===== src/sv/cpuv_pkg.sv =====
// ----------------------------------------------------------------------------
// cpuv_pkg
// Shared types, widths and state codes for the consecutive point unit vector
// block.
// ----------------------------------------------------------------------------
`default_nettype none

package cpuv_pkg;

    // fraction bits of the unit vector components
    localparam int UNIT_FRAC_BITS = 14;

    // field widths
    localparam int COORD_W = 20;
    localparam int UNIT_W  = 16;

    // datapath widths
    localparam int DIFF_W  = COORD_W + 1;         // signed difference
    localparam int MAG_W   = COORD_W;             // |difference|
    localparam int SQ_W    = 2 * MAG_W;           // squared magnitude
    localparam int SUM_W   = SQ_W + 2;            // squared length
    localparam int DREM_W  = SUM_W + 1;           // divider remainder
    localparam int QUO_W   = 2 * UNIT_FRAC_BITS + 3;  // a^2 * 4^(U+1) / S
    localparam int ROOT_STEPS = (QUO_W + 1) / 2;  // two radicand bits a step
    localparam int RSRC_W  = 2 * ROOT_STEPS;
    localparam int ROOT_W  = ROOT_STEPS + 1;
    localparam int RREM_W  = ROOT_W + 1;
    localparam int RCUR_W  = RREM_W + 2;
    localparam int CNT_W   = $clog2(QUO_W);

    // job queue between front and back
    localparam int JOBQ_DEPTH = 2;
    localparam int JOBQ_PTR_W = $clog2(JOBQ_DEPTH);
    localparam int JOBQ_CNT_W = $clog2(JOBQ_DEPTH + 1);

    // input item
    typedef struct packed {
        logic                      chain_start;
        logic signed [COORD_W-1:0] coord_x;
        logic signed [COORD_W-1:0] coord_y;
        logic signed [COORD_W-1:0] coord_z;
    } point_t;

    // result item
    typedef struct packed {
        logic signed [UNIT_W-1:0] unit_x;
        logic signed [UNIT_W-1:0] unit_y;
        logic signed [UNIT_W-1:0] unit_z;
        logic                     degenerate;
    } result_t;

    // classified work handed from front to back
    typedef struct packed {
        logic                     degenerate;
        logic signed [DIFF_W-1:0] dx;
        logic signed [DIFF_W-1:0] dy;
        logic signed [DIFF_W-1:0] dz;
    } job_t;

    // per-lane operation strobes
    typedef struct packed {
        logic load;
        logic square;
        logic div_init;
        logic div_step;
        logic root_init;
        logic root_step;
        logic round;
    } lane_ctrl_t;

    // back-end sequencer states
    typedef enum logic [2:0] {
        BK_IDLE,
        BK_SQUARE,
        BK_SUM,
        BK_DIVIDE,
        BK_RINIT,
        BK_ROOT,
        BK_ROUND,
        BK_DONE
    } back_state_t;

endpackage

`default_nettype wire


===== src/sv/cpuv_front.sv =====
// ----------------------------------------------------------------------------
// cpuv_front
// Takes points, keeps the previous point of the chain and queues the
// difference vector for every point that follows one.
// ----------------------------------------------------------------------------
`default_nettype none

module cpuv_front
(
    input  wire logic            clk,
    input  wire logic            rst_n,
    input  wire logic            push,
    output logic                 full,
    input  wire cpuv_pkg::point_t point,
    output logic                 job_push,
    output cpuv_pkg::job_t       job,
    input  wire logic            job_full
);
    import cpuv_pkg::*;

    logic                      accept;
    logic                      have_prev_reg;
    logic                      have_prev_next;
    logic signed [COORD_W-1:0] prev_x_reg;
    logic signed [COORD_W-1:0] prev_y_reg;
    logic signed [COORD_W-1:0] prev_z_reg;
    logic signed [DIFF_W-1:0]  dx;
    logic signed [DIFF_W-1:0]  dy;
    logic signed [DIFF_W-1:0]  dz;

    // handshake
    assign full   = job_full;
    assign accept = push && !job_full;

    // difference to the previous point
    assign dx = DIFF_W'(point.coord_x) - DIFF_W'(prev_x_reg);
    assign dy = DIFF_W'(point.coord_y) - DIFF_W'(prev_y_reg);
    assign dz = DIFF_W'(point.coord_z) - DIFF_W'(prev_z_reg);

    // classify: chain start or no previous point gives no job
    always_comb
    begin
        job_push       = accept && !point.chain_start && have_prev_reg;
        job.dx         = dx;
        job.dy         = dy;
        job.dz         = dz;
        job.degenerate = (dx == '0) && (dy == '0) && (dz == '0);
        have_prev_next = have_prev_reg || accept;
    end

    // previous point
    always_ff @(posedge clk or negedge rst_n)
    begin
        if (!rst_n)
        begin
            have_prev_reg <= 1'b0;
            prev_x_reg    <= '0;
            prev_y_reg    <= '0;
            prev_z_reg    <= '0;
        end
        else
        begin
            have_prev_reg <= have_prev_next;
            if (accept)
            begin
                prev_x_reg <= point.coord_x;
                prev_y_reg <= point.coord_y;
                prev_z_reg <= point.coord_z;
            end
        end
    end

endmodule

`default_nettype wire


===== src/sv/cpuv_jobq.sv =====
// ----------------------------------------------------------------------------
// cpuv_jobq
// Short queue of difference jobs between the front and the back.
// ----------------------------------------------------------------------------
`default_nettype none

module cpuv_jobq
(
    input  wire logic          clk,
    input  wire logic          rst_n,
    input  wire logic          wr_en,
    input  wire cpuv_pkg::job_t wr_data,
    output logic               full,
    input  wire logic          rd_en,
    output cpuv_pkg::job_t     rd_data,
    output logic               valid
);
    import cpuv_pkg::*;

    job_t                  mem_reg [JOBQ_DEPTH];
    logic [JOBQ_PTR_W-1:0] wr_ptr_reg;
    logic [JOBQ_PTR_W-1:0] wr_ptr_next;
    logic [JOBQ_PTR_W-1:0] rd_ptr_reg;
    logic [JOBQ_PTR_W-1:0] rd_ptr_next;
    logic [JOBQ_CNT_W-1:0] cnt_reg;
    logic [JOBQ_CNT_W-1:0] cnt_next;
    logic                  do_wr;
    logic                  do_rd;

    assign full    = (cnt_reg == JOBQ_CNT_W'(JOBQ_DEPTH));
    assign valid   = (cnt_reg != '0);
    assign rd_data = mem_reg[rd_ptr_reg];
    assign do_wr   = wr_en && !full;
    assign do_rd   = rd_en && valid;

    // pointer and fill count update
    always_comb
    begin
        wr_ptr_next = wr_ptr_reg;
        rd_ptr_next = rd_ptr_reg;
        cnt_next    = cnt_reg;
        if (do_wr)
        begin
            wr_ptr_next = (wr_ptr_reg == JOBQ_PTR_W'(JOBQ_DEPTH - 1)) ? '0
                                                                      : wr_ptr_reg + 1'b1;
        end
        if (do_rd)
        begin
            rd_ptr_next = (rd_ptr_reg == JOBQ_PTR_W'(JOBQ_DEPTH - 1)) ? '0
                                                                      : rd_ptr_reg + 1'b1;
        end
        if (do_wr && !do_rd)
        begin
            cnt_next = cnt_reg + 1'b1;
        end
        else if (do_rd && !do_wr)
        begin
            cnt_next = cnt_reg - 1'b1;
        end
    end

    // control registers
    always_ff @(posedge clk or negedge rst_n)
    begin
        if (!rst_n)
        begin
            wr_ptr_reg <= '0;
            rd_ptr_reg <= '0;
            cnt_reg    <= '0;
        end
        else
        begin
            wr_ptr_reg <= wr_ptr_next;
            rd_ptr_reg <= rd_ptr_next;
            cnt_reg    <= cnt_next;
        end
    end

    // storage
    always_ff @(posedge clk)
    begin
        if (do_wr)
        begin
            mem_reg[wr_ptr_reg] <= wr_data;
        end
    end

endmodule

`default_nettype wire


===== src/sv/cpuv_lane.sv =====
// ----------------------------------------------------------------------------
// cpuv_lane
// One vector component: square, restoring division a^2 * 4^(U+1) / S,
// digit-by-digit integer square root and final rounding halving.
// ----------------------------------------------------------------------------
`default_nettype none

module cpuv_lane
(
    input  wire logic                                clk,
    input  wire cpuv_pkg::lane_ctrl_t                ctrl,
    input  wire logic signed [cpuv_pkg::DIFF_W-1:0]  diff,
    input  wire logic [cpuv_pkg::SUM_W-1:0]          sum_sq,
    output logic [cpuv_pkg::SQ_W-1:0]                sq,
    output logic signed [cpuv_pkg::UNIT_W-1:0]       unit
);
    import cpuv_pkg::*;

    logic                     neg_reg;
    logic [MAG_W-1:0]         mag_reg;
    logic [SQ_W-1:0]          sq_reg;
    logic [DREM_W-1:0]        drem_reg;
    logic [QUO_W-1:0]         quo_reg;
    logic [RSRC_W-1:0]        rsrc_reg;
    logic [RREM_W-1:0]        rrem_reg;
    logic [ROOT_W-1:0]        root_reg;
    logic signed [UNIT_W-1:0] unit_reg;

    logic signed [DIFF_W-1:0] neg_diff;
    logic [DREM_W-1:0]        div_sub;
    logic                     div_ge;
    logic [RCUR_W-1:0]        root_cur;
    logic [RCUR_W-1:0]        root_trial;
    logic [RCUR_W-1:0]        root_sub;
    logic                     root_ge;
    logic [ROOT_W:0]          root_inc;
    logic [ROOT_W-1:0]        half_mag;

    assign sq   = sq_reg;
    assign unit = unit_reg;

    // magnitude of the incoming difference
    assign neg_diff = -diff;

    // one restoring division step
    always_comb
    begin
        div_ge  = (drem_reg >= DREM_W'(sum_sq));
        div_sub = div_ge ? (drem_reg - DREM_W'(sum_sq)) : drem_reg;
    end

    // one square root step, two radicand bits at a time
    always_comb
    begin
        root_cur   = {rrem_reg, rsrc_reg[RSRC_W-1 -: 2]};
        root_trial = RCUR_W'({root_reg, 2'b01});
        root_ge    = (root_cur >= root_trial);
        root_sub   = root_ge ? (root_cur - root_trial) : root_cur;
    end

    // round to nearest: m = (t + 1) / 2
    always_comb
    begin
        root_inc = {1'b0, root_reg} + 1'b1;
        half_mag = root_inc[ROOT_W:1];
    end

    // datapath registers
    always_ff @(posedge clk)
    begin
        if (ctrl.load)
        begin
            neg_reg <= diff[DIFF_W-1];
            mag_reg <= diff[DIFF_W-1] ? MAG_W'(neg_diff) : MAG_W'(diff);
        end
        if (ctrl.square)
        begin
            sq_reg <= mag_reg * mag_reg;
        end
        if (ctrl.div_init)
        begin
            drem_reg <= DREM_W'(sq_reg);
            quo_reg  <= '0;
        end
        else if (ctrl.div_step)
        begin
            drem_reg <= {div_sub[DREM_W-2:0], 1'b0};
            quo_reg  <= {quo_reg[QUO_W-2:0], div_ge};
        end
        if (ctrl.root_init)
        begin
            rsrc_reg <= RSRC_W'(quo_reg);
            rrem_reg <= '0;
            root_reg <= '0;
        end
        else if (ctrl.root_step)
        begin
            rsrc_reg <= {rsrc_reg[RSRC_W-3:0], 2'b00};
            rrem_reg <= root_sub[RREM_W-1:0];
            root_reg <= {root_reg[ROOT_W-2:0], root_ge};
        end
        if (ctrl.round)
        begin
            unit_reg <= neg_reg ? -UNIT_W'(half_mag) : UNIT_W'(half_mag);
        end
    end

endmodule

`default_nettype wire


===== src/sv/cpuv_back.sv =====
// ----------------------------------------------------------------------------
// cpuv_back
// Sequencer over three component lanes and the result register.
// ----------------------------------------------------------------------------
`default_nettype none

module cpuv_back
(
    input  wire logic              clk,
    input  wire logic              rst_n,
    input  wire logic              job_valid,
    input  wire cpuv_pkg::job_t    job,
    output logic                   job_pop,
    output logic                   empty,
    input  wire logic              pop,
    output cpuv_pkg::result_t      result
);
    import cpuv_pkg::*;

    back_state_t      state_reg;
    back_state_t      state_next;
    logic [CNT_W-1:0] cnt_reg;
    logic [CNT_W-1:0] cnt_next;
    logic             deg_reg;
    logic             deg_next;
    logic [SUM_W-1:0] sum_reg;
    logic             sum_load;
    logic             out_valid_reg;
    logic             out_valid_next;
    result_t          out_reg;
    logic             out_load;
    logic             out_free;
    lane_ctrl_t       ctrl;

    logic [SQ_W-1:0]          sq_x;
    logic [SQ_W-1:0]          sq_y;
    logic [SQ_W-1:0]          sq_z;
    logic signed [UNIT_W-1:0] unit_x;
    logic signed [UNIT_W-1:0] unit_y;
    logic signed [UNIT_W-1:0] unit_z;

    assign out_free = !out_valid_reg || pop;
    assign empty    = !out_valid_reg;
    assign result   = out_reg;

    // component lanes
    cpuv_lane u_lane_x
    (
        .clk    (clk),
        .ctrl   (ctrl),
        .diff   (job.dx),
        .sum_sq (sum_reg),
        .sq     (sq_x),
        .unit   (unit_x)
    );

    cpuv_lane u_lane_y
    (
        .clk    (clk),
        .ctrl   (ctrl),
        .diff   (job.dy),
        .sum_sq (sum_reg),
        .sq     (sq_y),
        .unit   (unit_y)
    );

    cpuv_lane u_lane_z
    (
        .clk    (clk),
        .ctrl   (ctrl),
        .diff   (job.dz),
        .sum_sq (sum_reg),
        .sq     (sq_z),
        .unit   (unit_z)
    );

    // next state
    always_comb
    begin
        state_next = state_reg;
        unique case (state_reg)
            BK_IDLE:
            begin
                if (job_valid)
                begin
                    state_next = job.degenerate ? BK_DONE : BK_SQUARE;
                end
            end
            BK_SQUARE: state_next = BK_SUM;
            BK_SUM:    state_next = BK_DIVIDE;
            BK_DIVIDE:
            begin
                if (cnt_reg == CNT_W'(QUO_W - 1))
                begin
                    state_next = BK_RINIT;
                end
            end
            BK_RINIT:  state_next = BK_ROOT;
            BK_ROOT:
            begin
                if (cnt_reg == CNT_W'(ROOT_STEPS - 1))
                begin
                    state_next = BK_ROUND;
                end
            end
            BK_ROUND:  state_next = BK_DONE;
            BK_DONE:
            begin
                if (out_free)
                begin
                    state_next = BK_IDLE;
                end
            end
            default:   state_next = BK_IDLE;
        endcase
    end

    // sequencer outputs
    always_comb
    begin
        ctrl     = '0;
        job_pop  = 1'b0;
        sum_load = 1'b0;
        out_load = 1'b0;
        cnt_next = cnt_reg;
        deg_next = deg_reg;
        unique case (state_reg)
            BK_IDLE:
            begin
                if (job_valid)
                begin
                    job_pop   = 1'b1;
                    ctrl.load = 1'b1;
                    deg_next  = job.degenerate;
                end
            end
            BK_SQUARE:
            begin
                ctrl.square = 1'b1;
            end
            BK_SUM:
            begin
                sum_load      = 1'b1;
                ctrl.div_init = 1'b1;
                cnt_next      = '0;
            end
            BK_DIVIDE:
            begin
                ctrl.div_step = 1'b1;
                cnt_next      = cnt_reg + 1'b1;
            end
            BK_RINIT:
            begin
                ctrl.root_init = 1'b1;
                cnt_next       = '0;
            end
            BK_ROOT:
            begin
                ctrl.root_step = 1'b1;
                cnt_next       = cnt_reg + 1'b1;
            end
            BK_ROUND:
            begin
                ctrl.round = 1'b1;
            end
            BK_DONE:
            begin
                out_load = out_free;
            end
            default:
            begin
                ctrl = '0;
            end
        endcase
    end

    // result register occupancy
    always_comb
    begin
        out_valid_next = out_valid_reg;
        if (out_load)
        begin
            out_valid_next = 1'b1;
        end
        else if (pop)
        begin
            out_valid_next = 1'b0;
        end
    end

    // control registers
    always_ff @(posedge clk or negedge rst_n)
    begin
        if (!rst_n)
        begin
            state_reg     <= BK_IDLE;
            cnt_reg       <= '0;
            deg_reg       <= 1'b0;
            out_valid_reg <= 1'b0;
        end
        else
        begin
            state_reg     <= state_next;
            cnt_reg       <= cnt_next;
            deg_reg       <= deg_next;
            out_valid_reg <= out_valid_next;
        end
    end

    // squared length and result payload
    always_ff @(posedge clk)
    begin
        if (sum_load)
        begin
            sum_reg <= SUM_W'(sq_x) + SUM_W'(sq_y) + SUM_W'(sq_z);
        end
        if (out_load)
        begin
            out_reg.degenerate <= deg_reg;
            out_reg.unit_x     <= deg_reg ? '0 : unit_x;
            out_reg.unit_y     <= deg_reg ? '0 : unit_y;
            out_reg.unit_z     <= deg_reg ? '0 : unit_z;
        end
    end

endmodule

`default_nettype wire


===== src/sv/consecutive_point_unit_vector.sv =====
// ----------------------------------------------------------------------------
// consecutive_point_unit_vector
// Unit vector between consecutive 3D points of a chain, 14 fraction bits.
//
//   channel  handshake         payload
//   point    push / full       chain_start, coord_x, coord_y, coord_z
//   result   empty / pop       unit_x, unit_y, unit_z, degenerate
//
// A point that follows another passes the 31-step divider and 16-step square
// root in three lanes side by side; coinciding points skip both. The back
// takes no new job until the last one's result is in the result register.
// Chain starts cause no result and are taken at one a cycle unless full.
// The front keeps taking points while the back works, until its two-entry
// job queue is full; a waiting result holds the back in its final state.
// Reset clears the previous point and the queue and empties the result register.
// ----------------------------------------------------------------------------
`default_nettype none

module consecutive_point_unit_vector
(
    input  wire logic              clk,
    input  wire logic              rst_n,
    input  wire logic              push,
    output logic                   full,
    input  wire cpuv_pkg::point_t  point,
    output logic                   empty,
    input  wire logic              pop,
    output cpuv_pkg::result_t      result
);
    import cpuv_pkg::*;

    logic job_push;
    logic job_full;
    logic job_valid;
    logic job_pop;
    job_t job_in;
    job_t job_out;

    // point intake and classification
    cpuv_front u_front
    (
        .clk      (clk),
        .rst_n    (rst_n),
        .push     (push),
        .full     (full),
        .point    (point),
        .job_push (job_push),
        .job      (job_in),
        .job_full (job_full)
    );

    // decoupling queue
    cpuv_jobq u_jobq
    (
        .clk     (clk),
        .rst_n   (rst_n),
        .wr_en   (job_push),
        .wr_data (job_in),
        .full    (job_full),
        .rd_en   (job_pop),
        .rd_data (job_out),
        .valid   (job_valid)
    );

    // normalisation
    cpuv_back u_back
    (
        .clk       (clk),
        .rst_n     (rst_n),
        .job_valid (job_valid),
        .job       (job_out),
        .job_pop   (job_pop),
        .empty     (empty),
        .pop       (pop),
        .result    (result)
    );

endmodule

`default_nettype wire

===== config.mk =====
export PLATFORM = sky130hd
export DESIGN_NAME = consecutive_point_unit_vector
export DESIGN_NICKNAME = d
export VERILOG_FILES = /design/src/sv/cpuv_pkg.sv /design/src/sv/cpuv_front.sv /design/src/sv/cpuv_jobq.sv /design/src/sv/cpuv_lane.sv /design/src/sv/cpuv_back.sv /design/src/sv/consecutive_point_unit_vector.sv
export SDC_FILE = /design/constraint.sdc
export NUM_CORES = 2
export LEC_CHECK = 0
export BUFFER_PORTS_ARGS = -buffer_cell sky130_fd_sc_hd__buf_2
export CORE_MARGIN = 2
export CORE_UTILIZATION = 45
export DETAILED_ROUTE_END_ITERATION = 12
export SKIP_LAST_GASP = 1
export SLEW_MARGIN = 40
export SYNTH_ARGS = -nofsm -noshare
export SYNTH_HDL_FRONTEND = slang
export SYNTH_HIERARCHICAL = 1
export SYNTH_SLANG_ARGS = --single-unit

===== constraint.sdc =====
create_clock -name clk -period 17.9 [get_ports clk]
set_input_delay 0 -clock clk [delete_from_list [all_inputs] [get_ports clk]]
set_output_delay 0 -clock clk [all_outputs]
set_load 0.01 [all_outputs]

### Word-level counts from Yosys, hierarchy flattened

Memory sizes are Yosys's and may differ from the RTL's.
Cells that the tools add are included.

* output and inout port bits: 51
* bits in registers: 820
* ROM bits: 0
* input port bits: 65
* memories kept: 1
* RAM bits: 128
* bits in latches: 0

Memory list
* u_jobq.mem_reg: depth 2, width 64, rd ports 1, clocked after Yosys merged registers in 0, write ports 1, line cpuv_jobq.sv:20 `job_t mem_reg [JOBQ_DEPTH];`

* add/sub/neg operators: 25
* bitwise logic cells: 0
* reduce and logical (&&, ||, !) cells: 30
* shifts and indexed selects: 0
* muxes and demuxes: 48
* $mul: 3
* equal/unequal tests: 14
* magnitude comparators: 6
* divide/modulo/power cells: 0

Operators by type and width (number)
* $mux 40: 6
* $mux 31: 6
* $ge 43x42->1: 3
* $mux 42: 3
* $sub 42x42->42: 3
* $mul 20x20->40: 3
* $logic_not 21->1: 3
* $sub 20x20->21: 3
* $ge 20x19->1: 3
* $mux 20: 3
* $neg 20->20: 3
* $mux 18: 3
* $sub 18x18->18: 3
* $add 17x1->17 const B: 3
* $mux 16: 3
* $neg 16->16: 3
* $add 42x40->42: 1
* $add 40x40->41: 1
* $pmux 3 s8: 1
* $mux 1: 15
* $mux 3: 5
* $eq 3x3->1 const B: 4
* $reduce_bool 2->1: 6
* $pmux 5 s2: 1
* other kinds (19): 38

### Depth between registers and ports, before layout

* word-level depth: 10
* gate-level depth with buffers: 30
* mapped depth without buffers: 28

### Cells and area by module

The synthesis kept the hierarchy.

Modules (own cells, without submodules)
* cpuv_lane (u_back.u_lane_y): area an instance 24504.8 sq um, times used 1, cells each 2582
* cpuv_lane (u_back.u_lane_z): area an instance 24413.4 sq um, times used 1, cells each 2575
* cpuv_lane (u_back.u_lane_x): area an instance 24058.1 sq um, times used 1, cells each 2509
* cpuv_back: area an instance 6657.6 sq um, times used 1, cells each 565
* cpuv_front: area an instance 5571.6 sq um, times used 1, cells each 694
* cpuv_jobq: area an instance 5024.8 sq um, times used 1, cells each 218

### Worst setup path before layout

No wires, ideal clock.

* kind: reg2reg
* from: register u_back.state_reg[0]
* to: register u_back.u_lane_x.sq_reg[0], in the netlist u_back/u_lane_x/sq[0] (enable)
* setup slack: 7971 ps
* buffers on the path: 1
* library setup time: 761 ps
* data arrival time: 9168 ps
* clock period less this slack: 9929 ps
* stages on the path, launching flop included: 3
* path through: dfrtp_1 -> clkbuf_1 -> nor3b_1

RTL lines
* start: declaration: line cpuv_back.sv:20 `back_state_t state_reg;`
* start signal: assignment: line cpuv_back.sv:203 `state_reg <= state_next;`
* end signal: assignment: line cpuv_lane.sv:78 `sq_reg <= mag_reg * mag_reg;`
* end: declaration: line cpuv_lane.sv:21 `logic [SQ_W-1:0] sq_reg;`

### Worst setup path after layout

* from: register u_back.u_lane_x.mag_reg[4]
* to: register u_back.u_lane_x.sq_reg[25], in the netlist u_back/u_lane_x/sq[25], data pin

* longest elaborated chain between the ends: 1

RTL lines
* start: declaration: line cpuv_lane.sv:20 `logic [MAG_W-1:0] mag_reg;`
* start signal: assignment: line cpuv_lane.sv:74 `mag_reg <= diff[DIFF_W-1] ? MAG_W'(neg_diff) : MAG_W'(diff);`
* $mul 20x20->40: line cpuv_lane.sv:78

Every way passes these cells.
A chain may end at the register's enable or synchronous reset.

==> impl_metrics.tcl <==
set metrics [dict create \
    vias 63900 \
    die_w_um 452 \
    cts_setup_buffers 0 \
    rows 164 \
    busiest_layer "met2" \
    grt_pass1_vias 65700 \
    synth_edf_count 660 \
    yosysUniqueCellTypes 120 \
    worstSetupStartpointType "register" \
    synth-seq-area-share_pct 28.7 \
    area_growth_pct 9.24 \
    setup_viol 0 \
    crit_path_frequent_cell "fa_1" \
    io_pins 116 \
    fill_cells 18300 \
    layout-drive-gt1-share_pct 7.64 \
    tightest_slew_ps 944 \
    grt_use_total_pct 21.9 \
    clk_latency_ps 830 \
    antenna_found_initial 3 \
    fmax_ghz 0.128 \
    syn_area_um2 90200 \
    crit_fanout 19 \
    grt_pass1_wl_um 358000 \
    die-area_um2 204000 \
    post-route-min-period_ps 7820 \
    wl_per_cell_um 18.7 \
    cp.required_ps 18380 \
    clock_sinks 945 \
    route.detailed.drc 0 \
    finalSetupTns_ps 0 \
    final_cell_mix "inv_1 (1481), fa_1 (883), ha_1 (751)" \
    slowest_delay_ps 830 \
    yosys_register_bits 945 \
    path_buf_inv 5 \
    place_inst 11600 \
    worstPathArrival_ps 8300 \
    min_path_type "input port to register" \
    netlist_instances 9143 \
    cts_root_buf "clkbuf_16" \
    clock_skew_ps 92.9 \
    crit_chain "inv_1 > nor2_1 > fa_1 > fa_1 > inv_1 > fa_1 > inv_1 > fa_1 > fa_1 > fa_1 > inv_1 > fa_1 > inv_1 > ha_1 > nand4_1 > nor2_1 > a221oi_1 > o21ai_0 > a41o_1 > a211oi_1 > nor2b_1 > o21ai_0 > a21oi_1 > xor2_1" \
    slew_headroom_pct 36.9 \
    layout_commonest_cell "inv_1" \
    finalNonFillerCells 12000 \
    cts_tree "yes" \
    synth_warnings 6 \
    nNetsFinal 10900 \
    largest_reg_flops 128 \
    grt_max_degree 110 \
    maxCapViolations 0 \
    cts_htree_levels 3 \
    drv_slew 0 \
    syn_avg_cell_area_um2 9.87 \
    use_met1_pct 29.4 \
    ctsLongestPathBuffers 3 \
    numCtsBuffers 111 \
    routabilityCongestion 0.959 \
    grt_util_met2_pct 36.6 \
    final-hold-violation-count 0 \
    io_buffers 115 \
    use_met3_pct 2.72 \
    initial_core_util_pct 45.2 \
    status "completed" \
    coreArea_um2 199000 \
    async_flop_share_pct 7.94 \
    crit_family "adder cells" \
    worst-setup-path-type "register to register" \
    fin_crit_sh_pct 43.7 \
    drt-pass1-iter-count 6 \
    dp_hpwl_um 174000 \
    grt_overflow 0 \
    synth_nets 10800 \
    crit_path_end_kind "register" \
    antenna_left 0 \
    vias_per_cell 5.34 \
    wl_um 223000 \
    ys.flop_type "edfxtp_1" \
    drtIter0Drc 4358 \
    die_h_um 452 \
    slowest_stage "edfxtp_1" \
    rsz0062_at_grt "no" \
    clkTransAtPathRegs_ps 60 \
]
-- synthesized netlist by cell type, types with 61 or more instances --
master	instances	area, µm²
inv_1	1481	5560
fa_1	883	17700
ha_1	751	9400
nand2_1	738	2770
edfxtp_1	660	19800
nor2_1	516	1940
a21oi_1	420	2100
xnor2_1	364	3190
o21ai_0	331	1660
clkbuf_1	265	995
and2_1	259	1620
dfxtp_1	210	4200
mux2i_1	194	1940
a21o_1	188	1410
xor2_1	176	1540
mux2_2	152	1710
nand3_1	125	626
nor2b_1	115	719
a211oi_1	102	766
nand4_1	86	538
nor3_1	84	420
a31oi_1	75	469
dfrtp_1	75	1880
nand2b_1	61	382
-- repair_timing --
action                    4_1_cts  5_1_grt
hold endpoints to repair      266        0
resized for setup               0        0
hold buffers                  132        0
-- per-layer routing --
metal	share of wire, %	wire length (µm)
met1	45	100000
met5	0	0
met4	3.7	8230
met3	4.3	9530
met2	47	106000
-- worst register-to-register path, delay by kind of cell (launching register included) --
family	cells	cell delay [ps]
and+or+nand+nor	4	610
DFF	1	830
adders and majority gates	8	3860
xor gates and xnor gates	1	160
AOI/OAI and AO/OA	6	1570
buffers and inverters	5	510
-- stage by stage --
step / hold WS, ps / setup WS [ps] / utilization, % / instance area, µm²
2_1_floorplan: -296 / 7970 / - / 90200
3_3_place_gp: -64.3 / 10190 / 46.7 / 93100
3_5_place_dp: -64.6 / 10060 / 46.8 / 93300
4_1_cts: 5.83 / 10050 / 49.3 / 98400
5_1_grt: 47.0 / 9730 / 49.4 / 98600
6_report: 66.9 / 10080 / 49.4 / 98600
-- cell type report --
| class | instances | area, µm² | share of cell area, % |
|---|---|---|---|
| Multi-Input combinational cell | 6360 | 57300 | 58.2 |
| Clock inverter | 72 | 788 | 0.800 |
| Timing Repair Buffer | 327 | 2710 | 2.75 |
| Clock buffer | 135 | 2930 | 2.97 |
| Antenna cell | 1 | 2.50 | 0.00254 |
| Sequential cell | 945 | 25900 | 26.3 |
| Tap cell | 2656 | 3320 | 3.37 |
| Inverter | 1481 | 5560 | 5.64 |
-- cells by family (layout without fill, tap and decap cells) --
kind of cell    Yosys count  count (layout)  synth area share [%]
xor+xnor                540             540                  5.24
fa+ha+maj              1637            1637                  30.0
flops                   945             945                  28.7
buf+inv                1838            2015                  7.84
compound gates         1576            1576                  11.5
simple gates           2206            2206                  11.7
mux                     398             398                  4.91
other cells               3               4                0.0125
-- worst paths after layout --
check	start	endpoint	slack (ps)	cells past startpoint
min	point[59]	u_front/prev_x_reg[19]	70	4
max in group asynchronous	rst_n	u_front/prev_x_reg[0]	17050	4
max reg2reg	u_back/u_lane_x/mag_reg[4]	u_back/u_lane_x/sq[25]	10080	24
min in group asynchronous	rst_n	u_front/prev_y_reg[10]	240	4
min reg2reg	u_front/have_prev_reg	u_front/have_prev_reg	470	1
max	u_back/u_lane_x/mag_reg[4]	u_back/u_lane_x/sq[25]	10080	24
Power is left out: the tool's default activity adds up to more than one toggle a clock period on the data nets, which glitch-free logic cannot reach.
